**config.mk**
```make
export PLATFORM = sky130hd
export DESIGN_NAME = nti_ctrl
export DESIGN_NICKNAME = d
export VERILOG_FILES = /design/src/design/nti_pkg.sv /design/src/design/nti_ctrl.sv
export SDC_FILE = /design/constraint.sdc
export NUM_CORES = 1
export LEC_CHECK = 0
export ABC_AREA = 1
export ABC_CLOCK_PERIOD_IN_PS = 6650
export BUFFER_PORTS_ARGS = -buffer_cell sky130_fd_sc_hd__buf_2
export CORE_UTILIZATION = 54
export DETAILED_ROUTE_END_ITERATION = 8
export PLACE_DENSITY = 0.82
export SLEW_MARGIN = 20
export SYNTH_ARGS = -nofsm -noshare
export SYNTH_HDL_FRONTEND = slang
export SYNTH_SLANG_ARGS = --single-unit
```
**constraint.sdc**
```tcl
create_clock -name i_clk -period 6.65 [get_ports i_clk]
set_input_delay 1.33 -clock i_clk [delete_from_list [all_inputs] [get_ports i_clk]]
set_output_delay 1.33 -clock i_clk [all_outputs]
set_load 0.1 [all_outputs]
```
**src/design/nti_pkg.sv**
```systemverilog
// Shared types and codes for the next-time-in-interval schedule unit.
// No dependencies; imported by the control, top level and checker files.
package nti_pkg;

    // item kinds on the input side
    localparam logic [1:0] OP_LOAD   = 2'd0;
    localparam logic [1:0] OP_REWIND = 2'd1;
    localparam logic [1:0] OP_START  = 2'd2;
    localparam logic [1:0] OP_SAMPLE = 2'd3;

    // result status codes
    localparam logic [1:0] ST_FOUND  = 2'd0;
    localparam logic [1:0] ST_NONE   = 2'd1;
    localparam logic [1:0] ST_LOADED = 2'd2;
    localparam logic [1:0] ST_REJECT = 2'd3;

    localparam logic [31:0] TIME_NONE = 32'hFFFF_FFFF;
    localparam logic [31:0] TIME_MAX  = 32'h7FFF_FFFF;

    typedef struct packed {
        logic [1:0]  status;
        logic [31:0] event_time;
    } t_result;

endpackage

```
**src/design/nti_ctrl.sv**
```systemverilog
// Sequencer for the schedule unit: cursor, base time, window scan and result register.
// Depends on nti_pkg; drives the ports of nti_mem.
module nti_ctrl
    import nti_pkg::*;
#(
    parameter int MAX_WINDOWS = 1024,
    parameter int AW          = 10
) (
    input  logic               i_clk,
    input  logic               i_rst_n,
    // configuration
    input  logic               i_cfg_we,
    input  logic [10:0]        i_cfg_wdata,
    // input item
    input  logic               i_in_valid,
    output logic               o_in_ready,
    input  logic [1:0]         i_op,
    input  logic [9:0]         i_slot,
    input  logic signed [31:0] i_begin_time,
    input  logic signed [31:0] i_end_time,
    input  logic signed [31:0] i_start_time,
    input  logic [15:0]        i_step_delay,
    // result item
    output logic               o_out_valid,
    input  logic               i_out_ready,
    output t_result            o_out_res,
    // window table
    output logic               o_mem_we,
    output logic [AW-1:0]      o_mem_waddr,
    output logic [63:0]        o_mem_wdata,
    output logic [AW-1:0]      o_mem_raddr,
    input  logic [63:0]        i_mem_rdata
);

    localparam logic [1:0] S_IDLE = 2'd0;
    localparam logic [1:0] S_READ = 2'd1;
    localparam logic [1:0] S_EMIT = 2'd2;

    localparam logic [17:0] MAX_CNT = 18'(MAX_WINDOWS);

    logic [1:0]         r_state, n_state;
    logic [AW-1:0]      r_cursor, n_cursor;
    logic [AW-1:0]      r_last;
    logic signed [31:0] r_base, n_base;
    logic               r_exh, n_exh;
    logic signed [31:0] r_t, n_t;
    t_result            r_pend, n_pend;
    logic               r_ovalid, n_ovalid;
    t_result            r_ores, n_ores;

    logic               emit_req;
    t_result            emit_res;
    logic               out_free;
    logic               reject;
    logic [32:0]        sum;
    logic [AW-1:0]      cur_cl;
    logic [17:0]        cfg_cnt;
    logic signed [31:0] rd_begin, rd_end;

    assign rd_begin = i_mem_rdata[63:32];
    assign rd_end   = i_mem_rdata[31:0];
    assign out_free = !r_ovalid || i_out_ready;

    // saturating base + delay; delay is never negative so only the top can overflow
    assign sum    = {r_base[31], r_base} + {17'd0, i_step_delay};
    assign cur_cl = (r_cursor > r_last) ? r_last : r_cursor;
    assign reject = ({8'd0, i_slot} >= MAX_CNT) || (i_begin_time > i_end_time);

    // window count clamped to 1..MAX_WINDOWS, kept as the last usable index
    always_comb begin
        cfg_cnt = {7'd0, i_cfg_wdata};
        if (cfg_cnt == 18'd0) begin
            cfg_cnt = 18'd1;
        end
        if (cfg_cnt > MAX_CNT) begin
            cfg_cnt = MAX_CNT;
        end
    end

    // main sequencer
    always_comb begin
        n_state     = r_state;
        n_cursor    = r_cursor;
        n_base      = r_base;
        n_exh       = r_exh;
        n_t         = r_t;
        n_pend      = r_pend;
        n_ovalid    = r_ovalid && !i_out_ready;
        n_ores      = r_ores;
        emit_req    = 1'b0;
        emit_res    = '{status: ST_NONE, event_time: TIME_NONE};
        o_mem_we    = 1'b0;
        o_mem_raddr = r_cursor;
        o_in_ready  = (r_state == S_IDLE);

        case (r_state)
            S_IDLE: begin
                if (i_in_valid) begin
                    case (i_op)
                        OP_LOAD: begin
                            o_mem_we        = !reject;
                            emit_req        = 1'b1;
                            emit_res.status = reject ? ST_REJECT : ST_LOADED;
                        end
                        OP_REWIND: begin
                            n_cursor = '0;
                            n_exh    = 1'b0;
                        end
                        OP_START: begin
                            n_base = i_start_time;
                        end
                        default: begin
                            if (r_exh) begin
                                emit_req = 1'b1;
                            end else begin
                                n_t         = (!sum[32] && sum[31]) ? TIME_MAX : sum[31:0];
                                n_cursor    = cur_cl;
                                o_mem_raddr = cur_cl;
                                n_state     = S_READ;
                            end
                        end
                    endcase
                end
            end
            S_READ: begin
                // window at r_cursor is on the read port this cycle
                if (rd_end < r_t && r_cursor != r_last) begin
                    n_cursor    = r_cursor + 1'b1;
                    o_mem_raddr = r_cursor + 1'b1;
                end else if (rd_end >= r_t) begin
                    n_state = S_IDLE;
                    if (rd_begin <= r_t) begin
                        n_base   = r_t;
                        emit_req = 1'b1;
                        emit_res = '{status: ST_FOUND, event_time: r_t};
                    end else begin
                        n_base = rd_begin;
                    end
                end else begin
                    n_state  = S_IDLE;
                    n_exh    = 1'b1;
                    emit_req = 1'b1;
                end
            end
            S_EMIT: begin
                if (out_free) begin
                    n_ovalid = 1'b1;
                    n_ores   = r_pend;
                    n_state  = S_IDLE;
                end
            end
            default: begin
                n_state = S_IDLE;
            end
        endcase

        // result goes straight to the output register, or parks until it frees up
        if (emit_req) begin
            if (out_free) begin
                n_ovalid = 1'b1;
                n_ores   = emit_res;
            end else begin
                n_pend  = emit_res;
                n_state = S_EMIT;
            end
        end
    end

    assign o_mem_waddr = AW'(i_slot);
    assign o_mem_wdata = {i_begin_time, i_end_time};
    assign o_out_valid = r_ovalid;
    assign o_out_res   = r_ores;

    // control state
    always_ff @(posedge i_clk) begin
        if (!i_rst_n) begin
            r_state  <= S_IDLE;
            r_cursor <= '0;
            r_base   <= '0;
            r_exh    <= 1'b0;
            r_last   <= '0;
            r_ovalid <= 1'b0;
        end else begin
            r_state  <= n_state;
            r_cursor <= n_cursor;
            r_base   <= n_base;
            r_exh    <= n_exh;
            r_ovalid <= n_ovalid;
            if (i_cfg_we) begin
                r_last <= AW'(cfg_cnt - 18'd1);
            end
        end
    end

    // payload
    always_ff @(posedge i_clk) begin
        r_t    <= n_t;
        r_pend <= n_pend;
        r_ores <= n_ores;
    end

endmodule

```
==> out/metrics.cfg, run 1 <==
[status]
outcome=finished, violations left
failed_checks=DRC

[yosys]
ys.flop_type=dfxtp_1
synthDistinctLibCells=48
netlist_instances=1688
async_flop_share_pct=0
ys_warn_count=0
synth_nets=2017
synth-seq-cells=156
synth_edf_count=66
ys_seq_area_share_pct=31.0
syn_avg_cell_area_um2=7.22
synth.cell_area_mm2=0.0122

[clock_network]
h-tree-depth=4
cts.sinks=156
cts_hold_buf=0
cts_root_buffer=clkbuf_16
cts.clk_slew.worst_paths_ns=0.06
tritoncts=built
cts.repair.resized=0
clk_latency_ns=0.45
cts_made_buffers=17
post_cts_buffers=0
cts_max_path_buffers=2

[setup_path]
critical_path.max_fanout=14
cp.arrival_ns=3.92
required_ns=5.32
cp_slowest_cell=buf_2
path_cells=buf_2 -> ha_1 -> a21oi_1 -> o21ai_0 -> nand2_1 -> nand2_1 -> a21oi_1 -> nand2_1 -> nand2_1 -> nand3_2 -> inv_1 -> nand2_1 -> nand2_1 -> nand3_1 -> nand3_1 -> buf_2
worst-setup-path-type=in2out
cp_common_cell=nand2_1
startpoint_type=input pin
slowest_delay_ns=0.42
timing.reg2reg.setup_slack_ns=2.73
r2r-start=r_t[15]$_SDFFCE_PP1P_
worstPathBufferInverterCount=3
reg2reg_depth=13
endpoint_kind=output port
crit_family=buffers and inverters
r2r_end=r_pend[9]$_DFFE_PP_

[power_and_ir_drop]
p_leak_nw=7.21
total_power_mw=3.66
peakVddDrop_mv=0.254
p_per_area_mw_per_mm2=263

[global_routing]
antenna_found_initial=7
grt_overflow=0
grt_first_pass_wirelength_um=57900
grt_use_total_pct=31.7
grt_max_degree=53
grt_pass1_vias=11100

[routing]
finalWirelength_um=36800
routed_via_density=5.49
firstDrtPassIters=8
route.detailed.drc=28
drtIter0Drc=947
ant_nets=0
num_vias=12000
wire_per_inst_um=16.8

[timing]
skew_ns=0.0157
grt_setup_unrepaired=false
tightest_slew_ns=1.13
hold_slack_ns=0.488
max_slew_margin_pct=24.2
final-max-slew-violation-count=0
period_share_pct=78.9
period_needed_ns=5.25
finalSetupTns_ns=0
hold_violations=0
setup_viol=0
fmax_mhz=191

[die]
die-area_mm2=0.0232
die_h_um=152
rows=54
die_w_um=152
num_io_pins=325
core-area_mm2=0.0220
start_util_pct=55.5

[placed_design]
dp_hpwl_um=28400
globalplace.congestion=0.956
post_dp_cell_area_mm2=0.0133
io_buffer_count=304

[worst_hold_path]
holdPathStages=2
hp-start=r_last[5]$_SDFFE_PN0P_
whs_endpoint=r_last[5]$_SDFFE_PN0P_
hp-class=reg2reg

[finish]
syn2layout_area_growth_pct=14.3
final_nets=2214
fillCellCount=1944
drive_above_1_share_pct=21.3
final_cell_area_mm2=0.0139

[run]
maxCapViolCount=0

[area by class of cell]
type	instances	area (µm²)	share of cell area (%)
clock buffer	18	450	3.23
timing repair buffer	312	1580	11.3
antenna	7	17.5	0.126
multi-input combinational	1187	6790	48.7
tap	280	350	2.51
sequential	156	3780	27.2
inverter	211	792	5.68
clock inverter	14	168	1.20
[routing by layer]
metal / wire length, µm / global-route usage (%) / vias up
met3: 2440 / 4.12 / 112
met5: 0 / 0 / -
met4: 2050 / 19.4 / 0
met2: 17600 / 53.7 / 519
met1: 14600 / 38.6 / 5457
li1: - / - / 5900
[sequential cells by signal, indices dropped and copies added (netlist names)]
name	count
r_base	32
o_out_res	34
r_exh	1
r_cursor	10
r_pend	34
o_out_valid	1
r_state	2
r_t	32
r_last	10
[through the flow]
stage,setup slack (ns),utilization [%],std cells
after floorplan,0.406,-,1688
after global placement,1.49,60.5,2146
after detailed placement,1.42,60.5,2146
after CTS,1.41,63.4,2178
after global routing,1.20,63.5,2185
final,1.40,63.5,2185
[worst register-to-register path, stage by stage, from the launching register on]
cell,delay (ns)
edfxtp_1,0.33
inv_1,0.12
ha_1,0.33
nand2_1,0.09
nor4_2,0.36
inv_1,0.08
nor2_1,0.13
nand2_1,0.65
nand3_2,0.33
inv_2,0.08
nand2_1,0.08
nand2_2,0.10
a21oi_4,0.67
buf_4,0.30
[cells in the final DEF, fill, tap and decap left out, types with 2 or more instances in the layout]
master and instances:
nor4_2 3, dfxtp_1 90, buf_4 8, o21a_1 9
inv_2 2, clkbuf_16 18, nand3b_1 2, o21bai_1 2
nor4_1 2, clkinv_1 3, inv_8 3, xor2_1 22
diode_2 7, inv_6 6, nor2_2 2, o2111ai_1 2
or2_2 3, a31oi_1 2, a21oi_1 97, bufinv_16 2
o211ai_1 14, edfxtp_1 66, o21ai_0 94, ha_1 124
nand3_1 111, nand4_1 47, nand2_2 3, inv_1 206
nand2_4 2, buf_2 304, nand3_2 4, o21ai_1 2
xnor2_1 9, nor3_1 17, mux2_2 34, nor2_1 127
nor3_2 2, nand2_1 436, a21o_1 2
[synthesized netlist by cell type, types with 3 or more instances]
cell type	instances	share of area (%)
a21oi_1	98	4.0
buf_2	5	0.21
buf_4	86	5.3
buf_6	3	0.28
clkbuf_1	38	1.2
clkinv_1	3	0.092
dfxtp_1	90	15
edfxtp_1	66	16
ha_1	124	13
inv_1	206	6.3
mux2_2	34	3.1
nand2_1	436	13
nand2_2	3	0.15
nand3_1	111	4.6
nand3_2	4	0.33
nand4_1	47	2.4
nor2_1	128	3.9
nor3_1	17	0.70
nor4_1	3	0.15
o211ai_1	14	0.86
o21a_1	9	0.55
o21ai_0	94	3.9
or2_2	3	0.15
xnor2_1	9	0.65
xor2_1	22	1.6
[cells by family after synthesis]
kind of cell    count (synthesis)  share of synthesized area [%]
simple gates                  764                           26.8
buf+inv                       345                           13.5
compound gates                233                           10.4
flops                         156                           31.0
fa+ha+maj                     125                           12.9
mux                            34                           3.14
xor+xnor                       31                           2.23
[where the power goes]
| group | internal (mW) | switching, mW |
|---|---|---|
| logic | 0.334 | 1.12 |
| clock network | 0.590 | 0.452 |
| registers | 1.10 | 0.0672 |
| total | 2.02 | 1.64 |
[worst max path at each step]
stage	startpoint	endpoint	slack, ns	depth (start not counted)
6_report	i_mem_rdata[25]	o_mem_raddr[6]	1.40	16
5_1_grt	i_mem_rdata[27]	o_mem_raddr[6]	1.20	16
4_1_cts	i_mem_rdata[27]	o_mem_raddr[6]	1.41	15
3_5_place_dp	i_mem_rdata[27]	o_mem_raddr[6]	1.42	15
3_3_place_gp	i_mem_rdata[27]	o_mem_raddr[6]	1.49	15
2_1_floorplan	r_state[1]$_SDFF_PN0_	r_t[0]$_SDFFCE_PP1P_	0.41	4
No activity file was read; power rests on OpenSTA's default activity.
==> inputs of run 2 (changes only) <==
Settings changed: ABC_AREA 1 to 0, ABC_CLOCK_PERIOD_IN_PS 6650 to 4800, CORE_UTILIZATION 54 to 48, PLACE_DENSITY 0.82 to 0.78.
Clock period 6.65 ns to 4.8 ns, I/O delays scaled along.
==> run 2 against run 1 <==
Net effect:
- the flow now finishes without violations
- clock skew fell by 0.0036 ns
- register-to-register slack worse by 1.5 ns
- sequential power grew 26%
- synthesized area shrank 6.4%
- critical path depth decreased by 4
- count of clock-buffer cells in the layout is 1 lower
- die area increased by 5.2%
- largest cell class unchanged
==> out/metrics.cfg, run 2 <==
[status]
outcome=finished clean

[routing]
ant_nets=0
top_layer=met5
dr_wl_met3_um=2530
route.detailed.drc=0
drtIter0Drc=1088
num_vias=10600
wire_per_inst_um=19.0
m1WireLength_um=14600
firstDrtPassIters=5
finalWirelength_um=35200
met2RoutedLength_um=17100
routed_via_density=5.72

[timing]
hold_violations=0
setup_viol=0
fmax_mhz=214
grt_setup_unrepaired=true
max_slew_margin_pct=46.2
hold_slack_ns=0.483
post-route-worst-setup-slack_ns=0.124
skew_ns=0.0121
final-max-slew-violation-count=0
period_share_pct=97.4
tightest_slew_ns=0.807
period_needed_ns=4.68

[yosys]
synth-seq-cells=156
netlist_instances=1285
synth_nets=1614
synth.cell_area_mm2=0.0114
synth.top_cell.area_share_pct=17.4
synth_common_cells=167 x nand2_1, 124 x ha_1, 104 x inv_1
synthDistinctLibCells=68
synth.most_common_cell=nand2_1
syn_avg_cell_area_um2=8.88
ys_seq_area_share_pct=33.1
ys_warn_count=0
synth_largest_area_cell=edfxtp_1
synth_area_leaders=edfxtp_1 17%, dfxtp_1 16%, ha_1 14%
ys.flop_type=dfxtp_1
async_flop_share_pct=0
synth_edf_count=66

[clock_network]
post_cts_buffers=0
cts.sinks=156
h-tree-depth=4
cts_made_buffers=17
cts_hold_buf=0
cts_root_buffer=clkbuf_16
cts.clk_slew.worst_paths_ns=0.06
clk_latency_ns=0.43
tritoncts=built
cts_max_path_buffers=2

[power_and_ir_drop]
p_sw_share_pct=37.1
peakVddDrop_mv=0.249
p_leak_nw=6.36
seqPwrFrac_pct=37.6
pwr-share-comb_pct=28.3
p_sw_mw=1.45
p_int_mw=2.46
pwr-share-clk_pct=34.2
p_per_area_mw_per_mm2=286

[placed_design]
dp_hpwl_um=27500
place_ws_ns=-0.0698
globalplace.congestion=0.937
post_dp_cell_area_mm2=0.0130
io_buffer_count=304
place_inst=1814

[finish]
final_cell_area_mm2=0.0137
drive_above_1_share_pct=30.1
layout_common_cells=294 x buf_2, 167 x nand2_1, 124 x ha_1
syn2layout_area_growth_pct=19.9
fillCellCount=2040
final_nets=1843
layout_commonest_cell=buf_2
stdcell_count=1855

[global_routing]
grt_max_degree=74
grt_pass1_vias=9757
grt_use_total_pct=28.5
grt_overflow=0
grt_first_pass_wirelength_um=53100
antenna_found_initial=8

[setup_path]
required_ns=3.84
worstPathBufferInverterCount=3
critical_path.max_fanout=20
worst-setup-path-type=in2out
startpoint_type=input pin
crit_family=compound AO/OA/AOI/OAI gates
path_cells=buf_2 -> ha_1 -> nand4_1 -> a2111o_1 -> o211ai_1 -> a211oi_2 -> nor3_2 -> buf_12 -> nand4_1 -> a211o_1 -> a21oi_2 -> buf_12
cp_slowest_cell=a2111o_1
slowest_delay_ns=0.46
cp.arrival_ns=3.72
endpoint_kind=output port

[die]
rows=56
start_util_pct=48.8
core-area_mm2=0.0234
die-area_mm2=0.0244
die_h_um=156
num_io_pins=325
die_w_um=156

[worst_hold_path]
hp-class=reg2reg

[run]
maxCapViolCount=0

==> run 2: changes by cell type after synthesis, sizes merged, moves of 32 or more <==
| cell | change |
|---|---|
| nand3 | -82 |
| o32ai | +32 |
| inv | -104 |
| mux2 | +32 |
| o21ai | -51 |
| nand2 | -274 |
| nor2 | -53 |
==> run 2: power groups by stage <==
| stage | clock network [mW] | registers (mW) | logic [mW] |
|---|---|---|---|
| CTS | 1.35 | 1.47 | 1.10 |
| floorplan | 0 | 1.62 | 0.731 |
| global placement | 0 | 1.49 | 1.08 |
| detailed placement | 0 | 1.50 | 1.09 |
| global route | 1.41 | 1.47 | 1.18 |
| finish | 1.34 | 1.47 | 1.11 |
==> run 2: cell type report <==
cell class / count / area (µm²) / area share (%)
diodes: 9 / 22.5 / 0.165
clock buffers: 17 / 425 / 3.11
clock inverters: 15 / 166 / 1.22
inverters: 104 / 390 / 2.85
multi-input cells: 900 / 6570 / 48.0
flip-flops and latches: 156 / 3780 / 27.7
well taps: 319 / 399 / 2.92
repair buffers: 335 / 1930 / 14.1
==> run 2: kinds of logic after synthesis <==
group / share of synthesized area [%]
buf+inv: 10.4
xor+xnor: 2.38
simple gates: 16.2
mux: 7.12
fa+ha+maj: 13.8
compound gates: 17.0
flops: 33.1
==> run 2: tightest hold or removal path: stages (launching register included) <==
cell	delay, ns
dfxtp_1	0.31
nand2_1	0.05
o32ai_1	0.07
==> run 2: timing repair <==
| item | CTS | global route |
|---|---|---|
| pin swaps | 0 | 3 |
| resized for setup | 2 | 3 |
| endpoints found under the setup margin | 3 | 5 |
==> run 2: stage by stage <==
step           TNS (ns)  util, %  power (mW)
2_1_floorplan    -0.461        -        2.35
3_3_place_gp          0     55.8        2.57
3_5_place_dp     -0.128     55.8        2.59
4_1_cts               0     58.3        3.92
5_1_grt        -0.00444     58.4        4.06
6_report              0     58.5        3.91
==> run 2: routing by layer <==
metal / vias to the layer above / track usage [%]
met1: 5003 / 36.2
met2: 510 / 48.3
met4: 2 / 12.0
met3: 62 / 4.15
li1: 5033 / -
met5: - / 0
==> run 2: path summary, 6_finish.rpt <==
check / depth (start not counted) / slack, ns / end / from
worst min-delay path: 2 / 0.48 / r_base[0]$_SDFFE_PN0P_ / r_base[0]$_SDFFE_PN0P_
worst max register to register: 12 / 1.21 / o_out_res[10]$_DFF_P_ / r_t[22]$_SDFFCE_PP1P_
worst min register to register: 2 / 0.48 / r_base[0]$_SDFFE_PN0P_ / r_base[0]$_SDFFE_PN0P_
worst max-delay path: 12 / 0.12 / o_mem_raddr[7] / i_mem_rdata[7]
